## config.mk

```make
export PLATFORM = sky130hd
export DESIGN_NAME = ffpr_seq
export DESIGN_NICKNAME = d
export VERILOG_FILES = /design/src/rtl/core/ffpr_pkg.sv /design/src/rtl/core/ffpr_seq.sv
export SDC_FILE = /design/constraint.sdc
export NUM_CORES = 1
export LEC_CHECK = 0
export ABC_AREA = 1
export BUFFER_PORTS_ARGS = -buffer_cell sky130_fd_sc_hd__buf_2
export CAP_MARGIN = 20
export CORE_AREA = 2 2 39 41
export DETAILED_ROUTE_END_ITERATION = 8
export DIE_AREA = 0 0 41 43
export PLACE_DENSITY = 0.71
export RECOVER_POWER = 100
export SLEW_MARGIN = 5
export SYNTH_ARGS = -nofsm -noshare
export SYNTH_HDL_FRONTEND = slang
export SYNTH_SLANG_ARGS = --single-unit
```

## constraint.sdc

```tcl
create_clock -name clk -period 3.4 [get_ports clk]
set_clock_uncertainty 0.15 [all_clocks]
set_input_delay 0.68 -clock clk [delete_from_list [all_inputs] [get_ports clk]]
set_output_delay 0.68 -clock clk [all_outputs]
set_load 0.05 [all_outputs]
```

## src/rtl/core/ffpr_pkg.sv

```systemverilog
// Shared types, constants and the control program for the filtered force regulator.
// Used by every module under rtl/core; depends on nothing else.
package ffpr_pkg;

	// Configuration port geometry.
	localparam int CFG_AW = 5;
	localparam int CFG_DW = 32;
	localparam int REG_IW = 3;

	// Register indexes.
	localparam logic [REG_IW-1:0] REG_ALPHA    = 3'd0;
	localparam logic [REG_IW-1:0] REG_SETPOINT = 3'd1;
	localparam logic [REG_IW-1:0] REG_PGAIN    = 3'd2;
	localparam logic [REG_IW-1:0] REG_IGAIN    = 3'd3;
	localparam logic [REG_IW-1:0] REG_MAXCORR  = 3'd4;
	localparam logic [REG_IW-1:0] REG_TRIGGER  = 3'd5;
	localparam logic [REG_IW-1:0] REG_PERIOD   = 3'd6;
	localparam logic [REG_IW-1:0] REG_DIR      = 3'd7;

	// Reset values of the registers.
	localparam logic [15:0] RST_ALPHA    = 16'd58982;
	localparam logic [14:0] RST_SETPOINT = 15'd512;
	localparam logic [23:0] RST_PGAIN    = 24'd400000;
	localparam logic [23:0] RST_IGAIN    = 24'd80000;
	localparam logic [22:0] RST_MAXCORR  = 23'd2500000;
	localparam logic [15:0] RST_TRIGGER  = 16'd128;
	localparam logic [23:0] RST_PERIOD   = 24'd16777;
	localparam logic        RST_DIR      = 1'b1;

	// Integral limit (10 N*s in 2^-17 N*s) and the 1 us floor on the period.
	localparam logic signed [31:0] INTEG_LIMIT = 32'sd1310720;
	localparam logic [23:0]        DT_FLOOR    = 24'd17;

	// Phase codes.
	localparam logic [1:0] PH_CONTACT = 2'd0;
	localparam logic [1:0] PH_SCAN    = 2'd1;

	typedef struct packed {
		logic [15:0]        alpha;
		logic [14:0]        setpoint;
		logic [23:0]        pgain;
		logic [23:0]        igain;
		logic [22:0]        maxcorr;
		logic signed [15:0] trigger;
		logic [23:0]        period;
		logic               dir_neg;
	} cfg_t;

	// Sequencer program counter.
	localparam int PC_W = 4;
	localparam logic [PC_W-1:0] PC_IDLE  = 4'd0;
	localparam logic [PC_W-1:0] PC_FIRST = 4'd1;
	localparam logic [PC_W-1:0] PC_EMIT  = 4'd12;

	// Multiplier operand selects.
	localparam logic [1:0] MA_ACC   = 2'd0;
	localparam logic [1:0] MA_X     = 2'd1;
	localparam logic [1:0] MA_ERR   = 2'd2;
	localparam logic [1:0] MA_INTEG = 2'd3;

	localparam logic [2:0] MB_ALPHA  = 3'd0;
	localparam logic [2:0] MB_ALPHAC = 3'd1;
	localparam logic [2:0] MB_DT     = 3'd2;
	localparam logic [2:0] MB_PGAIN  = 3'd3;
	localparam logic [2:0] MB_IGAIN  = 3'd4;

	// Accumulator operations, rounding constants and product alignments.
	localparam logic [1:0] SUM_HOLD = 2'd0;
	localparam logic [1:0] SUM_LOAD = 2'd1;
	localparam logic [1:0] SUM_ADD  = 2'd2;

	localparam logic [1:0] RND_15 = 2'd0;
	localparam logic [1:0] RND_23 = 2'd1;
	localparam logic [1:0] RND_30 = 2'd2;

	localparam logic [1:0] SH_0  = 2'd0;
	localparam logic [1:0] SH_7  = 2'd1;
	localparam logic [1:0] SH_16 = 2'd2;

	// Sequencing conditions.
	localparam logic [1:0] C_NEXT     = 2'd0;
	localparam logic [1:0] C_WAIT_IN  = 2'd1;
	localparam logic [1:0] C_BR_IDLE  = 2'd2;
	localparam logic [1:0] C_WAIT_OUT = 2'd3;

	typedef struct packed {
		logic [1:0]      ma_sel;
		logic [2:0]      mb_sel;
		logic [1:0]      sum_op;
		logic [1:0]      rnd_sel;
		logic [1:0]      sh_sel;
		logic            wr_acc;
		logic            wr_err;
		logic            wr_integ;
		logic [1:0]      cond;
		logic [PC_W-1:0] target;
	} ctl_t;

	typedef struct packed {
		logic in_valid;
		logic out_free;
		logic active_now;
	} stat_t;

	// One control word per step.
	function automatic ctl_t ucode_word(input logic [PC_W-1:0] pc);
		ctl_t w;
		w.ma_sel   = MA_ACC;
		w.mb_sel   = MB_ALPHA;
		w.sum_op   = SUM_HOLD;
		w.rnd_sel  = RND_15;
		w.sh_sel   = SH_0;
		w.wr_acc   = 1'b0;
		w.wr_err   = 1'b0;
		w.wr_integ = 1'b0;
		w.cond     = C_NEXT;
		w.target   = PC_IDLE;
		unique case (pc)
			4'd0: begin
				w.cond = C_WAIT_IN;
			end
			4'd1: begin
				w.ma_sel  = MA_ACC;
				w.mb_sel  = MB_ALPHA;
				w.sum_op  = SUM_LOAD;
				w.rnd_sel = RND_15;
			end
			4'd2: begin
				w.ma_sel = MA_X;
				w.mb_sel = MB_ALPHAC;
				w.sum_op = SUM_ADD;
				w.sh_sel = SH_0;
			end
			4'd3: begin
				w.sum_op = SUM_ADD;
				w.sh_sel = SH_16;
			end
			4'd4: begin
				w.wr_acc = 1'b1;
			end
			4'd5: begin
				w.wr_err = 1'b1;
				w.cond   = C_BR_IDLE;
				w.target = PC_EMIT;
			end
			4'd6: begin
				w.ma_sel  = MA_ERR;
				w.mb_sel  = MB_DT;
				w.sum_op  = SUM_LOAD;
				w.rnd_sel = RND_30;
			end
			4'd7: begin
				w.sum_op = SUM_ADD;
				w.sh_sel = SH_0;
			end
			4'd8: begin
				w.wr_integ = 1'b1;
			end
			4'd9: begin
				w.ma_sel  = MA_ERR;
				w.mb_sel  = MB_PGAIN;
				w.sum_op  = SUM_LOAD;
				w.rnd_sel = RND_23;
			end
			4'd10: begin
				w.ma_sel = MA_INTEG;
				w.mb_sel = MB_IGAIN;
				w.sum_op = SUM_ADD;
				w.sh_sel = SH_0;
			end
			4'd11: begin
				w.sum_op = SUM_ADD;
				w.sh_sel = SH_7;
			end
			4'd12: begin
				w.cond   = C_WAIT_OUT;
				w.target = PC_IDLE;
			end
			default: begin
				w.cond   = C_WAIT_OUT;
				w.target = PC_IDLE;
			end
		endcase
		return w;
	endfunction

endpackage

```

## src/rtl/core/ffpr_seq.sv

```systemverilog
// Microcode sequencer: step counter, program lookup and conditional jumps.
// Depends on ffpr_pkg for ctl_t, stat_t and the program table.
module ffpr_seq (
	input  logic            clk,
	input  logic            arst_n,
	input  ffpr_pkg::stat_t stat,
	output ffpr_pkg::ctl_t  ctl
);
	import ffpr_pkg::*;

	logic [PC_W-1:0] pc_q;
	logic [PC_W-1:0] pc_d;
	logic [PC_W-1:0] pc_inc;

	assign ctl    = ucode_word(pc_q);
	assign pc_inc = pc_q + PC_W'(1);

	always_comb begin
		unique case (ctl.cond)
			C_NEXT:     pc_d = pc_inc;
			C_WAIT_IN:  pc_d = stat.in_valid ? pc_inc : pc_q;
			C_BR_IDLE:  pc_d = stat.active_now ? pc_inc : ctl.target;
			C_WAIT_OUT: pc_d = stat.out_free ? ctl.target : pc_q;
			default:    pc_d = PC_IDLE;
		endcase
	end

	always_ff @(posedge clk or negedge arst_n) begin
		if (!arst_n) begin
			pc_q <= PC_IDLE;
		end else begin
			pc_q <= pc_d;
		end
	end

	a_pc_range: assert property (@(posedge clk) disable iff (!arst_n)
		pc_q <= PC_EMIT)
		else $error("step counter left the program");

	a_start: assert property (@(posedge clk) disable iff (!arst_n)
		(ctl.cond == C_WAIT_IN && stat.in_valid) |=> (pc_q == PC_FIRST))
		else $error("accepted word did not start the program");

	a_hold_out: assert property (@(posedge clk) disable iff (!arst_n)
		(ctl.cond == C_WAIT_OUT && !stat.out_free) |=> $stable(pc_q))
		else $error("sequencer moved while the result register was blocked");

endmodule

```

Word level (Yosys, flattened, before mapping)
Index checks and enable logic that the tools add are counted.
{"block": "totals", "regBits": 4, "in_bits": 5}
{"block": "op_classes", "addsub": 1, "eq_ne": 16, "mux": 13, "reduce_logical": 6}
{"operator": "$pmux 5 s4", "count": 1}
{"operator": "$eq 4x3->1 const B", "count": 4}
{"operator": "$eq 4x4->1 const B", "count": 4}
{"operator": "$mux 4", "count": 4}
{"operator": "$pmux 4 s4", "count": 1}
{"operator": "$pmux 2 s2", "count": 3}
{"operator": "$reduce_or 10->1", "count": 1}
{"operator": "$eq 4x2->1 const B", "count": 2}
{"operator": "$pmux 2 s3", "count": 1}
{"operator": "$reduce_or 5->1", "count": 1}
{"operator": "$add 4x1->4 const B", "count": 1}
{"operator": "$eq 2x2->1 const B", "count": 2}
{"operator": "$eq 4x1->1 const B", "count": 1}
{"operator": "$logic_not 4->1", "count": 1}
{"operator": "$ne 2x2->1 const B", "count": 2}
{"operator": "$mux 1", "count": 3}
{"operator": "$reduce_or 3->1", "count": 1}
{"operator": "$eq 2x1->1 const B", "count": 1}
{"operator": "$logic_not 2->1", "count": 1}
{"operator": "$reduce_and 2->1", "count": 1}

Longest topological paths before layout
{"block": "logic_depth", "depth_word": 6, "depth_mapped": 10, "ltp_nobuf": 9}

Worst setup path before layout
OpenSTA, ideal clock, no wires.
{"block": "synth_path", "path_type": "reg-to-output", "start": "reg pc_q[1]", "end": "out ctl[19] (netlist name)", "arrival_ps": 1972, "required_time_ps": 2570, "path_slack_ps": 598, "stages_incl_launch_ff": 7, "path_buffers": 0, "path_cell_list": "dfrtp_1 -> inv_1 -> ha_1 -> inv_1 -> nor2_1 -> inv_1 -> nand3_1"}
{"item": "from (decl)", "line": "ffpr_seq.sv:11", "text": "logic [PC_W-1:0] pc_q;"}
{"item": "from (signal assigned)", "line": "ffpr_seq.sv:32", "text": "pc_q <= pc_d;"}
{"item": "to (decl)", "line": "ffpr_seq.sv:7", "text": "output ffpr_pkg::ctl_t ctl"}

==> metrics <==
Core Rows=14; CTS sink count=4; initial antenna violation count=0; post-cts sizing count=0; post-synth top area cell=dfrtp_1; grt total ovfl=0; Synth warnings=0; Setup Total Neg Slack=0 ns; Regs by FF count=pc_q: 4 flops; dpl hpwl=904.4 µm; met2 wire length=550 µm; Remaining DRCs=0; Final Hold Viols=0; vias after detailed routing=509; ANT cells=0; synth cell count leaders=nand2_1 (17), inv_1 (13), nand3_1 (7); Multi-input gate area=314.1 µm²; Routed WL=1.096 mm; clk_lat worst skew=0.23 ns; GPL Wtd Cong=0.8444; MaxCap Viol Count=0; Synth top area share=0.1839; CP Capture Type=output pin; crit-path cells=inv_1, ha_1, nand3_1, nand2_2, nor2_1, nand3_2, nand2_1, buf_2; fin area=606.8 µm²; port bufs=22; Starting Density=0.3933; wire length per cell=9.614 µm; post-synth cell types=22; highest routed metal layer=met3; I/O pin count=25; core area=1384 µm²; Worst Path Buf+Inv=2; Hold Buf Count CTS=0; Post-synth EDFFs=0; Post-CTS Setup Bufs=0; Storage cell area=100.1 µm²; via/cell ratio=4.465; status=finished, final reports clean; share of layout cells above drive strength 1=0.2041; met1 wire length=503 µm; Crit Reg-Reg Startpoint=pc_q[0]; top cells by area, synth=dfrtp_1 (18%), nand2_1 (12%), ha_1 (9.2%); Die H=43 µm; fmax=355.8 MHz; Top reg by flops=pc_q; slowest CP cell=dfrtp_1; Clk Tree Root Cell=clkbuf_4; post-synthesis sequential area ratio=0.1839; die area=1763 µm²; die width=41 µm; critical path data required time=2.57 ns; Mapped Avg Cell Area=6.978 µm²; period utilization=0.8266; Critical Path AT=1.98 ns; count leader, synth=nand2_1; Max FO, Critical Path=5; fillers=166; fin. max-slew vios=0; cell count after synthesis=78; ys flop type=dfrtp_1; critical path type=register to output pin; vias in the first global route=447; crit path time final=2.811 ns; max incr delay on CP=0.40 ns; All-Layer GR Usage=0.1372; met3 wire len=42 µm; Largest register FFs=4; layout net count=109; TritonRoute pass-1 iters=2; global-route wire length before repair=1.676 mm; Final setup viols=0; largest net degree at the start of global routing=10; CTS buffer count=3; clock buffer depth=2; dpl cell area=625.6 µm²; mapped cell area=544.3 µm²; CP Launch Point=pc_q[0]; CTS tree=yes; delay-heaviest family, CP=simple AND/OR/NAND/NOR gates; asr flop ratio synth=1.000; Post-DRT Antenna Nets=0; hold crit path type=input port to async pin; Relative slew margins=0.5999; layout overhead on the synthesized area=11.49%; unrepaired setup endpoints after global routing=false; H-tree depth=1; Clock Pin Slew Worst Setup and Hold Paths=0.04 ns; Worst-Margin Slew=0.6027 ns; synthesis-stage register bit count=4; Startpoint Class=register; DR iter-0 viols=4
[logic make-up after synthesis]
logic type / after synthesis / share of synthesized area
buffers and inverters: 21 / 0.2092
AOI/OAI and AO/OA: 5 / 0.04595
other: 1 / 0.006890
DFF: 4 / 0.1839
adders and majority gates: 4 / 0.09196
xor gates and xnor gates: 1 / 0.01609
and+or+nand+nor: 42 / 0.4460
[layout by cell type, fill, tap and decap left out, drive strengths merged]
cell type,Yosys,final
inv,15,15
xor2,1,1
dfrtp,4,4
a21oi,1,1
ha,4,4
conb,1,2
nand4,1,1
o21ai,4,4
nand3,11,11
buf,6,5
nor2,8,8
or2,1,1
nand2,21,21
clkbuf,0,20
[final timing paths]
kind / cells after the start / slack, ns / endpoint
setup reg to reg: 8 / 1.46 / pc_q[2]
setup / recovery: 8 / 0.59 / ctl[5]
hold / removal: 1 / 0.11 / pc_q[0]
max in group asynchronous: 1 / 2.81 / pc_q[1]
min in group clk: 2 / 0.43 / pc_q[0]
hold reg to reg: 2 / 0.43 / pc_q[0]
[through the flow]
step / worst slack [ns] / cells / util / hold WS, ns
floorplan: 0.5976 / 79 / - / 0.2344
global placement: 1.067 / 111 / 0.4521 / 0.3347
detailed placement: 1.041 / 111 / 0.4521 / 0.3365
CTS: 0.7869 / 114 / 0.4684 / 0.08439
global route: 0.3749 / 114 / 0.4385 / 0.1345
finish: 0.5894 / 114 / 0.4385 / 0.1134
[cell type report]
class / instances / share of cell area
Multi-Input combinational cell: 54 / 0.5175
Sequential cell: 4 / 0.1649
Timing Repair Buffer: 22 / 0.1464
Inverter: 15 / 0.1010
Clock buffer: 3 / 0.03711
Tap cell: 16 / 0.03299
[layer usage]
| metal | GRT usage | up-vias |
|---|---|---|
| met5 | 0 | - |
| met4 | 0.08000 | 0 |
| met3 | 0.01571 | 0 |
| met2 | 0.2125 | 9 |
| met1 | 0.1732 | 229 |
| li1 | - | 271 |
Power is not shown: default switching activity piles up to over one toggle a cycle in this logic, so the estimate is an artifact.
