<file path="config.mk">
export PLATFORM = sky130hd
export DESIGN_NAME = ffpr_cfg
export DESIGN_NICKNAME = d
export VERILOG_FILES = /design/src/rtl/core/ffpr_pkg.sv /design/src/rtl/core/ffpr_cfg.sv
export SDC_FILE = /design/constraint.sdc
export NUM_CORES = 1
export LEC_CHECK = 0
export ABC_AREA = 1
export CORE_MARGIN = 5
export CORE_UTILIZATION = 60
export CTS_BUF_LIST = sky130_fd_sc_hd__clkbuf_8
export DETAILED_ROUTE_END_ITERATION = 7
export DONT_BUFFER_PORTS = 1
export PLACE_DENSITY = 0.79
export SYNTH_ARGS = -nofsm -noshare
export SYNTH_HDL_FRONTEND = slang
export SYNTH_SLANG_ARGS = --single-unit
export TNS_END_PERCENT = 10
</file>
<file path="constraint.sdc">
create_clock -name clk -period 1.1 [get_ports clk]
set_input_delay 0.11 -clock clk [delete_from_list [all_inputs] [get_ports clk]]
set_output_delay 0.11 -clock clk [all_outputs]
set_load 0.1 [all_outputs]
</file>
<file path="src/rtl/core/ffpr_pkg.sv">
// Shared types, constants and the control program for the filtered force regulator.
// Used by every module under rtl/core; depends on nothing else.
package ffpr_pkg;

	// Configuration port geometry.
	localparam int CFG_AW = 5;
	localparam int CFG_DW = 32;
	localparam int REG_IW = 3;

	// Register indexes.
	localparam logic [REG_IW-1:0] REG_ALPHA    = 3'd0;
	localparam logic [REG_IW-1:0] REG_SETPOINT = 3'd1;
	localparam logic [REG_IW-1:0] REG_PGAIN    = 3'd2;
	localparam logic [REG_IW-1:0] REG_IGAIN    = 3'd3;
	localparam logic [REG_IW-1:0] REG_MAXCORR  = 3'd4;
	localparam logic [REG_IW-1:0] REG_TRIGGER  = 3'd5;
	localparam logic [REG_IW-1:0] REG_PERIOD   = 3'd6;
	localparam logic [REG_IW-1:0] REG_DIR      = 3'd7;

	// Reset values of the registers.
	localparam logic [15:0] RST_ALPHA    = 16'd58982;
	localparam logic [14:0] RST_SETPOINT = 15'd512;
	localparam logic [23:0] RST_PGAIN    = 24'd400000;
	localparam logic [23:0] RST_IGAIN    = 24'd80000;
	localparam logic [22:0] RST_MAXCORR  = 23'd2500000;
	localparam logic [15:0] RST_TRIGGER  = 16'd128;
	localparam logic [23:0] RST_PERIOD   = 24'd16777;
	localparam logic        RST_DIR      = 1'b1;

	// Integral limit (10 N*s in 2^-17 N*s) and the 1 us floor on the period.
	localparam logic signed [31:0] INTEG_LIMIT = 32'sd1310720;
	localparam logic [23:0]        DT_FLOOR    = 24'd17;

	// Phase codes.
	localparam logic [1:0] PH_CONTACT = 2'd0;
	localparam logic [1:0] PH_SCAN    = 2'd1;

	typedef struct packed {
		logic [15:0]        alpha;
		logic [14:0]        setpoint;
		logic [23:0]        pgain;
		logic [23:0]        igain;
		logic [22:0]        maxcorr;
		logic signed [15:0] trigger;
		logic [23:0]        period;
		logic               dir_neg;
	} cfg_t;

	// Sequencer program counter.
	localparam int PC_W = 4;
	localparam logic [PC_W-1:0] PC_IDLE  = 4'd0;
	localparam logic [PC_W-1:0] PC_FIRST = 4'd1;
	localparam logic [PC_W-1:0] PC_EMIT  = 4'd12;

	// Multiplier operand selects.
	localparam logic [1:0] MA_ACC   = 2'd0;
	localparam logic [1:0] MA_X     = 2'd1;
	localparam logic [1:0] MA_ERR   = 2'd2;
	localparam logic [1:0] MA_INTEG = 2'd3;

	localparam logic [2:0] MB_ALPHA  = 3'd0;
	localparam logic [2:0] MB_ALPHAC = 3'd1;
	localparam logic [2:0] MB_DT     = 3'd2;
	localparam logic [2:0] MB_PGAIN  = 3'd3;
	localparam logic [2:0] MB_IGAIN  = 3'd4;

	// Accumulator operations, rounding constants and product alignments.
	localparam logic [1:0] SUM_HOLD = 2'd0;
	localparam logic [1:0] SUM_LOAD = 2'd1;
	localparam logic [1:0] SUM_ADD  = 2'd2;

	localparam logic [1:0] RND_15 = 2'd0;
	localparam logic [1:0] RND_23 = 2'd1;
	localparam logic [1:0] RND_30 = 2'd2;

	localparam logic [1:0] SH_0  = 2'd0;
	localparam logic [1:0] SH_7  = 2'd1;
	localparam logic [1:0] SH_16 = 2'd2;

	// Sequencing conditions.
	localparam logic [1:0] C_NEXT     = 2'd0;
	localparam logic [1:0] C_WAIT_IN  = 2'd1;
	localparam logic [1:0] C_BR_IDLE  = 2'd2;
	localparam logic [1:0] C_WAIT_OUT = 2'd3;

	typedef struct packed {
		logic [1:0]      ma_sel;
		logic [2:0]      mb_sel;
		logic [1:0]      sum_op;
		logic [1:0]      rnd_sel;
		logic [1:0]      sh_sel;
		logic            wr_acc;
		logic            wr_err;
		logic            wr_integ;
		logic [1:0]      cond;
		logic [PC_W-1:0] target;
	} ctl_t;

	typedef struct packed {
		logic in_valid;
		logic out_free;
		logic active_now;
	} stat_t;

	// One control word per step.
	function automatic ctl_t ucode_word(input logic [PC_W-1:0] pc);
		ctl_t w;
		w.ma_sel   = MA_ACC;
		w.mb_sel   = MB_ALPHA;
		w.sum_op   = SUM_HOLD;
		w.rnd_sel  = RND_15;
		w.sh_sel   = SH_0;
		w.wr_acc   = 1'b0;
		w.wr_err   = 1'b0;
		w.wr_integ = 1'b0;
		w.cond     = C_NEXT;
		w.target   = PC_IDLE;
		unique case (pc)
			4'd0: begin
				w.cond = C_WAIT_IN;
			end
			4'd1: begin
				w.ma_sel  = MA_ACC;
				w.mb_sel  = MB_ALPHA;
				w.sum_op  = SUM_LOAD;
				w.rnd_sel = RND_15;
			end
			4'd2: begin
				w.ma_sel = MA_X;
				w.mb_sel = MB_ALPHAC;
				w.sum_op = SUM_ADD;
				w.sh_sel = SH_0;
			end
			4'd3: begin
				w.sum_op = SUM_ADD;
				w.sh_sel = SH_16;
			end
			4'd4: begin
				w.wr_acc = 1'b1;
			end
			4'd5: begin
				w.wr_err = 1'b1;
				w.cond   = C_BR_IDLE;
				w.target = PC_EMIT;
			end
			4'd6: begin
				w.ma_sel  = MA_ERR;
				w.mb_sel  = MB_DT;
				w.sum_op  = SUM_LOAD;
				w.rnd_sel = RND_30;
			end
			4'd7: begin
				w.sum_op = SUM_ADD;
				w.sh_sel = SH_0;
			end
			4'd8: begin
				w.wr_integ = 1'b1;
			end
			4'd9: begin
				w.ma_sel  = MA_ERR;
				w.mb_sel  = MB_PGAIN;
				w.sum_op  = SUM_LOAD;
				w.rnd_sel = RND_23;
			end
			4'd10: begin
				w.ma_sel = MA_INTEG;
				w.mb_sel = MB_IGAIN;
				w.sum_op = SUM_ADD;
				w.sh_sel = SH_0;
			end
			4'd11: begin
				w.sum_op = SUM_ADD;
				w.sh_sel = SH_7;
			end
			4'd12: begin
				w.cond   = C_WAIT_OUT;
				w.target = PC_IDLE;
			end
			default: begin
				w.cond   = C_WAIT_OUT;
				w.target = PC_IDLE;
			end
		endcase
		return w;
	endfunction

endpackage

</file>
<file path="src/rtl/core/ffpr_cfg.sv">
// Configuration register bank behind the APB-style port.
// Depends on ffpr_pkg for register indexes, reset values and cfg_t.
module ffpr_cfg (
	input  logic                         clk,
	input  logic                         arst_n,
	input  logic                         psel,
	input  logic                         penable,
	input  logic                         pwrite,
	input  logic [ffpr_pkg::CFG_AW-1:0]  paddr,
	input  logic [ffpr_pkg::CFG_DW-1:0]  pwdata,
	output logic [ffpr_pkg::CFG_DW-1:0]  prdata,
	output logic                         pready,
	output ffpr_pkg::cfg_t               cfg
);
	import ffpr_pkg::*;

	cfg_t              cfg_q;
	logic              wr_en;
	logic [REG_IW-1:0] idx;

	assign pready = 1'b1;
	assign wr_en  = psel && penable && pwrite;
	assign idx    = paddr[CFG_AW-1:2];
	assign cfg    = cfg_q;

	always_ff @(posedge clk or negedge arst_n) begin
		if (!arst_n) begin
			cfg_q.alpha    <= RST_ALPHA;
			cfg_q.setpoint <= RST_SETPOINT;
			cfg_q.pgain    <= RST_PGAIN;
			cfg_q.igain    <= RST_IGAIN;
			cfg_q.maxcorr  <= RST_MAXCORR;
			cfg_q.trigger  <= signed'(RST_TRIGGER);
			cfg_q.period   <= RST_PERIOD;
			cfg_q.dir_neg  <= RST_DIR;
		end else if (wr_en) begin
			unique case (idx)
				REG_ALPHA:    cfg_q.alpha    <= pwdata[15:0];
				REG_SETPOINT: cfg_q.setpoint <= pwdata[14:0];
				REG_PGAIN:    cfg_q.pgain    <= pwdata[23:0];
				REG_IGAIN:    cfg_q.igain    <= pwdata[23:0];
				REG_MAXCORR:  cfg_q.maxcorr  <= pwdata[22:0];
				REG_TRIGGER:  cfg_q.trigger  <= signed'(pwdata[15:0]);
				REG_PERIOD:   cfg_q.period   <= pwdata[23:0];
				REG_DIR:      cfg_q.dir_neg  <= pwdata[0];
				default:      cfg_q.dir_neg  <= cfg_q.dir_neg;
			endcase
		end
	end

	always_comb begin
		unique case (idx)
			REG_ALPHA:    prdata = {16'd0, cfg_q.alpha};
			REG_SETPOINT: prdata = {17'd0, cfg_q.setpoint};
			REG_PGAIN:    prdata = {8'd0, cfg_q.pgain};
			REG_IGAIN:    prdata = {8'd0, cfg_q.igain};
			REG_MAXCORR:  prdata = {9'd0, cfg_q.maxcorr};
			REG_TRIGGER:  prdata = {16'd0, cfg_q.trigger};
			REG_PERIOD:   prdata = {8'd0, cfg_q.period};
			REG_DIR:      prdata = {31'd0, cfg_q.dir_neg};
			default:      prdata = '0;
		endcase
	end

endmodule

</file>
==> flow_metrics.env, run 1 <==
export IMPL_start_util_pct=61.37
export IMPL_fp_dieH_um=115.3
export IMPL_syn_instance_count=801
export IMPL_synth_seq_cells=143
export IMPL_synth_edf_count=0
export IMPL_row_count=38
export IMPL_synth_seq_area_share_pct=54.47
export IMPL_port_buffers=0
export IMPL_dp_cells=1124
export IMPL_dp_hpwl_mm=17.61
export IMPL_clockBufferDepth=2
export IMPL_synth_async_reset_ratio_pct=100.0
export IMPL_syn_cell_area_mm2=0.006653
export IMPL_yosys_top_cells_count="163 x nand2_1, 125 x nor2_1, 107 x dfrtp_1, 63 x a21oi_1, 60 x inv_1"
export IMPL_clock_root_buffer="clkbuf_8"
export IMPL_cts_resized_gates=400
export IMPL_postCtsHoldBufs=24
export IMPL_cts_num_sinks=143
export IMPL_netlist_top_cells_area="dfrtp_1 40%, dfstp_2 14%, nand2_1 9.2%"
export IMPL_synth_cell_types=29
export IMPL_cts_max_level=4
export IMPL_ys_warn_count=0
export IMPL_yosysTopAreaCellShare_pct=40.25
export IMPL_numCtsBuffers=17
export IMPL_synth_most_common_cell="nand2_1"
export IMPL_place_ws_ns=-0.1794
export IMPL_die_x_um=115.3
export IMPL_cts_setup_buffers=1
export IMPL_error="[ERROR DPL-0038] Utilization greater than 100%, impossible to legalize"
export IMPL_synthesis_area_per_instance_um2=8.305
export IMPL_pin_count=218
export IMPL_gp_congestion=0.8975
export IMPL_status="stopped before the end"
export IMPL_stop_stage="4_1_cts"
export IMPL_synth_main_ff_cell="dfrtp_1"
export IMPL_yosysTopAreaCell="dfrtp_1"
kinds of logic after synthesis:
kind of cell / count (synthesis) / share of synthesized area [%]
AO/OA/AOI/OAI: 145 / 11.17
buffers and inverters: 123 / 8.614
flip-flops: 143 / 54.47
other: 2 / 0.1129
AND/OR/NAND/NOR: 388 / 25.63
stage by stage:
step           util, %  hold slack (ns)  instance area (um^2)
3_5_place_dp     87.82          -0.1814                  9520
3_3_place_gp     87.82          -0.1801                  9520
2_1_floorplan        -          -0.1856                  7318
==> run 2: changes to the inputs <==
--- a/config.mk
+++ b/config.mk
@@ -7,11 +7,10 @@
 export LEC_CHECK = 0
 export ABC_AREA = 1
 export CORE_MARGIN = 5
-export CORE_UTILIZATION = 60
-export CTS_BUF_LIST = sky130_fd_sc_hd__clkbuf_8
+export CORE_UTILIZATION = 40
 export DETAILED_ROUTE_END_ITERATION = 7
 export DONT_BUFFER_PORTS = 1
-export PLACE_DENSITY = 0.79
+export PLACE_DENSITY_LB_ADDON = 0.15
 export SYNTH_ARGS = -nofsm -noshare
 export SYNTH_HDL_FRONTEND = slang
 export SYNTH_SLANG_ARGS = --single-unit
==> constraint.sdc (replaced) <==
create_clock -name clk -period 1.4 [get_ports clk]
set_input_delay 0.14 -clock clk [delete_from_list [all_inputs] [get_ports clk]]
set_output_delay 0.14 -clock clk [all_outputs]
set_load 0.1 [all_outputs]
==> run 2 against run 1 <==
The flow now finishes, with violations (negative hold slack, negative setup slack). Synthesized area unchanged. Synthesized cell count did not move.
==> flow_metrics.env, run 2 <==
export IMPL_status="finished with violations"
export IMPL_failed_checks="negative hold slack, negative setup slack"
export IMPL_synth_fa_ha_area_share_pct=0
export IMPL_ir_drop_v=0.001235
export IMPL_skew_ns=0
export IMPL_clk_pin_slew_worst_paths_ns=0.06
export IMPL_clock_root_buffer="clkbuf_16"
export IMPL_dr_pass1_iters=5
export IMPL_antenna_found_initial=0
export IMPL_grt_pass1_wl_mm=34.80
export IMPL_finalHoldViolations=143
export IMPL_hold_slack_ns=-0.5764
export IMPL_area_delta_synth_final_pct=45.50
export IMPL_grt_util_met2_pct=37.94
export IMPL_drv_slew=0
export IMPL_synth_edf_count=0
export IMPL_tns_ns=-2.908
export IMPL_place_ws_ns=0.06828
export IMPL_largest_reg_flops=143
export IMPL_fin_ws_ns=-0.2381
export IMPL_worst_ep_arrival_time_ns=1.50
export IMPL_final_common_cell="nand2_1"
export IMPL_synth_simple_gate_area_share_pct=25.63
export IMPL_final_antenna_net_count=0
export IMPL_dp_hpwl_mm=15.47
export IMPL_p_leak_nw=4.649
export IMPL_die_area_mm2=0.01931
export IMPL_yosysTopAreaCell="dfrtp_1"
export IMPL_synth_xor_area_share_pct=0
export IMPL_num_nets_final=1024
export IMPL_path_max_fanout=2
export IMPL_cts_num_sinks=143
export IMPL_final_cell_mix="160 x nand2_1, 125 x buf_4, 104 x nor2_1"
export IMPL_syn_cell_area_mm2=0.006653
export IMPL_endpoint_kind="primary output"
export IMPL_final_layout_size_suffix_gt1_share_pct=31.86
export IMPL_setup_viol=22
export IMPL_synthMuxAreaShare_pct=0
export IMPL_overflow=0
export IMPL_clockBufferDepth=2
export IMPL_grt_use_met1_pct=28.15
export IMPL_timing_final_crit_period_ns=1.638
export IMPL_drc_errors=0
export IMPL_finalCritPeriodShare_pct=117.0
export IMPL_die_x_um=139.0
export IMPL_nFillCells=1462
export IMPL_antenna_cells=0
export IMPL_grt_max_degree=144
export IMPL_port_buffers=0
export IMPL_worstPathRequired_ns=1.26
export IMPL_synth_main_ff_cell="dfrtp_1"
export IMPL_synth_seq_cells=143
export IMPL_multi_input_area_mm2=0.002635
export IMPL_synth_top_family_by_area="simple AND/OR/NAND/NOR gates"
export IMPL_pin_count=218
export IMPL_drt_iter0_markers=372
export IMPL_grt_use_total_pct=22.63
export IMPL_via_count=6174
export IMPL_synth_async_reset_ratio_pct=100.0
export IMPL_netlist_top_cells_area="dfrtp_1 40%, dfstp_2 14%, nand2_1 9.2%"
export IMPL_via_per_inst=5.081
export IMPL_synth_compound_area_share_pct=11.17
export IMPL_fmax_ghz=0.6105
export IMPL_yosysTopAreaCellShare_pct=40.25
export IMPL_cts_max_level=4
export IMPL_start_kind="flop"
export IMPL_gp_congestion=0.8331
export IMPL_seq_area_mm2=0.003649
export IMPL_rsz0062_at_grt="yes"
export IMPL_grt_pass1_vias=6125
export IMPL_coreArea_mm2=0.01647
export IMPL_numCtsBuffers=17
export IMPL_synthesis_area_per_instance_um2=8.305
export IMPL_wire_per_inst_um=18.16
export IMPL_row_count=47
export IMPL_syn_instance_count=801
export IMPL_fp_dieH_um=139.0
export IMPL_hp_class="primary input to async pin"
export IMPL_synth_most_common_cell="nand2_1"
export IMPL_grt_busiest_layer="met2"
export IMPL_postCtsHoldBufs=24
export IMPL_start_util_pct=40.40
export IMPL_power_density_mw_per_mm2=2289
export IMPL_cts_tree="yes"
export IMPL_ys_warn_count=0
export IMPL_insertion_delay_ns=0.41
export IMPL_crit_type="flop to primary output"
export IMPL_met3_usage_pct=7.448
export IMPL_yosys_top_cells_count="163 x nand2_1, 125 x nor2_1, 107 x dfrtp_1, 63 x a21oi_1, 60 x inv_1"
export IMPL_synth_seq_area_share_pct=54.47
export IMPL_max_cap_violations=0
export IMPL_synth_cell_types=29
export IMPL_routed_wl_mm=22.07
-- run 2: cell families (layout without fill, tap and decap cells) --
group / Yosys count / after routing
compound gates: 145 / 145
buf+inv: 123 / 310
flops: 143 / 143
other cells: 2 / 9
simple gates: 388 / 388
-- run 2: final cells by class --
| cell class | count | area share [%] |
|---|---|---|
| tap | 220 | 2.844 |
| timing repair buffer | 214 | 23.59 |
| inverter | 64 | 2.508 |
| clock inverter | 13 | 1.668 |
| multi-input combinational | 542 | 27.22 |
| clock buffer | 19 | 4.473 |
| sequential | 143 | 37.69 |
-- run 2: through the flow --
stage | instance area (um^2) | power (mW) | std cells | util [%]
after floorplan | 6724 | 14.74 | 808 | -
after global placement | 8566 | 17.18 | 1157 | 52.02
after detailed placement | 8566 | 17.31 | 1157 | 52.02
after CTS | 9507 | 22.09 | 1213 | 57.74
after global routing | 9679 | 22.89 | 1215 | 58.78
final | 9679 | 22.16 | 1215 | 58.78
-- run 2: path summary, 6_finish.rpt --
kind | start | cells past startpoint | to | slack, ns
worst min register to register | cfg[105] | 2 | cfg[105] | 0.50
max in group asynchronous | arst_n | 0 | cfg[15] | 1.73
worst max register to register | cfg[59] | 3 | cfg[59] | 0.30
min in group clk | pwdata[14] | 2 | cfg[141] | 0
worst min-delay path | arst_n | 0 | cfg[115] | -0.58
worst max-delay path | cfg[51] | 4 | prdata[10] | -0.24
-- run 2: repair_timing --
item	in CTS	in global routing
buffers inserted	0	2
hold endpoints to repair	206	143
setup endpoints to repair	40	48
pin swaps	26	13
resized for setup	30	43
-- run 2: critical path: stages, from the launching register on --
cell and delay, ns:
dfstp_4 0.63, nand3_2 0.08, nand2_2 0.09, nor2_4 0.04, nand3_4 0.24
-- run 2: layer usage --
layer	vias to the layer above	wire length (um)
met4	0	329
met2	205	11030
met1	2957	8920
met5	-	0
met3	28	1785
li1	2984	-
-- run 2: power breakdown --
group | leakage (nW) | internal, mW | switching, mW | total, mW
clock | 0.280 | 2.80 | 1.79 | 4.59
combinational | 2.67 | 2.43 | 9.35 | 11.8
sequential | 1.70 | 5.22 | 0.568 | 5.78
Power figures use the tool's default switching activity.
==> run 3: changes to the inputs <==
--- a/config.mk
+++ b/config.mk
@@ -8,6 +8,7 @@
 export ABC_AREA = 1
 export CORE_MARGIN = 5
 export CORE_UTILIZATION = 40
+export CTS_CLUSTER_SIZE = 14
 export DETAILED_ROUTE_END_ITERATION = 7
 export DONT_BUFFER_PORTS = 1
 export PLACE_DENSITY_LB_ADDON = 0.15
==> constraint.sdc (replaced) <==
create_clock -name clk -period 1.75 [get_ports clk]
set_input_delay 0.175 -clock clk [delete_from_list [all_inputs] [get_ports clk]]
set_output_delay 0.175 -clock clk [all_outputs]
set_load 0.1 [all_outputs]
==> run 3 against run 2 <==
Core utilization down 2.6 points. Critical endpoint is now prdata[12]. First-iteration DRC count is 6.5% lower. Total power shrank 21%. The run ends with negative hold slack left. Sequential share of layout area up 1.5 points. Global-route usage hardly changed.
==> flow_metrics.env, run 3 (synthesis gave the netlist of run 2 again) <==
export IMPL_rr_endpoint="cfg[51]"
export IMPL_grt_busiest_layer="met2"
export IMPL_port_buffers=0
export IMPL_worst_path_buf_inv=1
export IMPL_drc_errors=0
export IMPL_path_max_fanout=2
export IMPL_fin_cells=1208
export IMPL_final_util_pct=56.23
export IMPL_cts_tree="yes"
export IMPL_tightest_slew_ns=0.5887
export IMPL_die_area_mm2=0.01931
export IMPL_hp_class="primary input to async pin"
export IMPL_wire_per_inst_um=18.15
export IMPL_status="finished with violations"
export IMPL_insertion_delay_ns=0.41
export IMPL_met3_usage_pct=8.655
export IMPL_relSlewSlack_pct=60.63
export IMPL_final_common_cell="nand2_1"
export IMPL_final_layout_size_suffix_gt1_share_pct=27.83
export IMPL_die_x_um=139.0
export IMPL_endpoint_kind="primary output"
export IMPL_dr_pass1_iters=5
export IMPL_dp_hpwl_mm=15.39
export IMPL_dp_cells=1152
export IMPL_antenna_found_initial=0
export IMPL_rsz0062_at_grt="yes"
export IMPL_worstPathRequired_ns=1.57
export IMPL_gp_congestion=0.8293
export IMPL_grt_util_met2_pct=37.15
export IMPL_worst_ep_arrival_time_ns=1.50
export IMPL_largest_reg_flops=143
export IMPL_row_count=47
export IMPL_fp_dieH_um=139.0
export IMPL_final_cell_mix="163 x nand2_1, 153 x buf_4, 123 x nor2_1"
export IMPL_timing_final_crit_period_ns=1.679
export IMPL_coreArea_mm2=0.01647
export IMPL_crit_type="flop to primary output"
export IMPL_nFillCells=1505
export IMPL_overflow=0
export IMPL_reg2reg_depth=3
export IMPL_finalCritPeriodShare_pct=95.93
export IMPL_routed_wl_mm=21.93
export IMPL_drv_slew=0
export IMPL_slowest_delay_ns=0.53
export IMPL_clk_pin_slew_worst_paths_ns=0.06
export IMPL_start_util_pct=40.40
export IMPL_clockBufferDepth=2
export IMPL_finalHoldViolations=143
export IMPL_fin_ws_ns=0.07131
export IMPL_grt_pass1_vias=6195
export IMPL_drt_iter0_markers=348
export IMPL_grt_max_degree=144
export IMPL_final_antenna_net_count=0
export IMPL_grt_use_total_pct=22.63
export IMPL_via_per_inst=5.064
export IMPL_failed_checks="negative hold slack"
export IMPL_cts_num_sinks=143
export IMPL_pin_count=218
export IMPL_reg2reg_from="cfg[51]"
export IMPL_fmax_ghz=0.5957
export IMPL_antenna_cells=0
export IMPL_cts_max_level=4
export IMPL_start_kind="flop"
export IMPL_numCtsBuffers=17
export IMPL_grt_use_met1_pct=27.63
export IMPL_power_density_mw_per_mm2=1886
export IMPL_num_nets_final=1017
export IMPL_postCtsHoldBufs=24
export IMPL_grt_pass1_wl_mm=34.43
export IMPL_rrSetupSlack_ns=0.63
export IMPL_area_delta_synth_final_pct=39.18
export IMPL_p_leak_nw=4.486
export IMPL_ir_drop_v=0.0009480
export IMPL_place_ws_ns=0.1393
export IMPL_hold_slack_ns=-0.5371
export IMPL_setup_viol=0
export IMPL_via_count=6117
export IMPL_max_cap_violations=0
export IMPL_skew_ns=0
export IMPL_slowest_stage="dfstp_2"
export IMPL_path_delay_family="flip-flops"
export IMPL_clock_root_buffer="clkbuf_16"
export IMPL_crit_chain="nand4_1, nand2_1, nor2_1, nand3_1, buf_12"
==> run 3: cell count changes in the layout (fill, tap and decap cells not counted), sizes merged <==
cell / before / now
buf: 189 / 182
clkbuf: 20 / 24
clkinv: 4 / 5
clkinvlp: 4 / 1
inv: 66 / 64
==> run 3: layer usage <==
metal | up-vias | routed length, um
met5 | - | 0
met3 | 27 | 2252
met1 | 2876 | 8584
met2 | 242 | 10690
met4 | 0 | 403
li1 | 2972 | -
==> run 3: where the power goes <==
group / switching [mW] / internal [mW] / total [mW]
clock network: 1.37 / 2.32 / 3.69
logic: 7.46 / 1.76 / 9.22
registers: 0.408 / 4.16 / 4.56
==> run 3: area by class of cell <==
class	instances	area, um^2	area share (%)
Inverter	64	242.7	2.622
Clock buffer	23	467.9	5.054
Multi-Input combinational cell	542	2512	27.14
Sequential cell	143	3632	39.23
Timing Repair Buffer	207	1994	21.54
Clock inverter	9	133.9	1.446
Tap cell	220	275.3	2.973
==> run 3: worst max-delay path by stage <==
stage	startpoint	to	cells past startpoint	slack, ns
floorplan	cfg[24]	prdata[23]	2	-0.55
global route	cfg[76]	prdata[12]	5	-0.01
detailed placement	paddr[2]	prdata[19]	6	0.14
CTS	cfg[93]	prdata[5]	5	0.02
finish	cfg[76]	prdata[12]	5	0.07
global placement	paddr[2]	prdata[19]	6	0.16
==> run 3: per-stage QoR <==
step / hold slack, ns / power, mW / TNS [ns] / cell area [um^2]
after global placement: -0.1121 / 13.71 / 0 / 8399
after CTS: -0.5615 / 17.56 / 0 / 9241
after detailed placement: -0.1117 / 13.80 / 0 / 8399
after floorplan: -0.1206 / 11.77 / -7.962 / 6700
final: -0.5371 / 17.47 / 0 / 9259
after global routing: -0.5661 / 18.06 / -0.01205 / 9259
==> run 3: what timing repair did <==
item | in CTS | in global routing
endpoints found under the hold margin | 194 | 143
gates resized for setup | 0 | 4
setup buffers | 0 | 0
endpoints found under the setup margin | 0 | 5
==> run 3: worst register-to-register path, delay by kind of cell, from the launching register on <==
kind | cells | cell delay (ns)
AOI/OAI and AO/OA | 1 | 0.13
buffers and inverters | 1 | 0.30
DFF | 1 | 0.53
and+or+nand+nor | 1 | 0.09
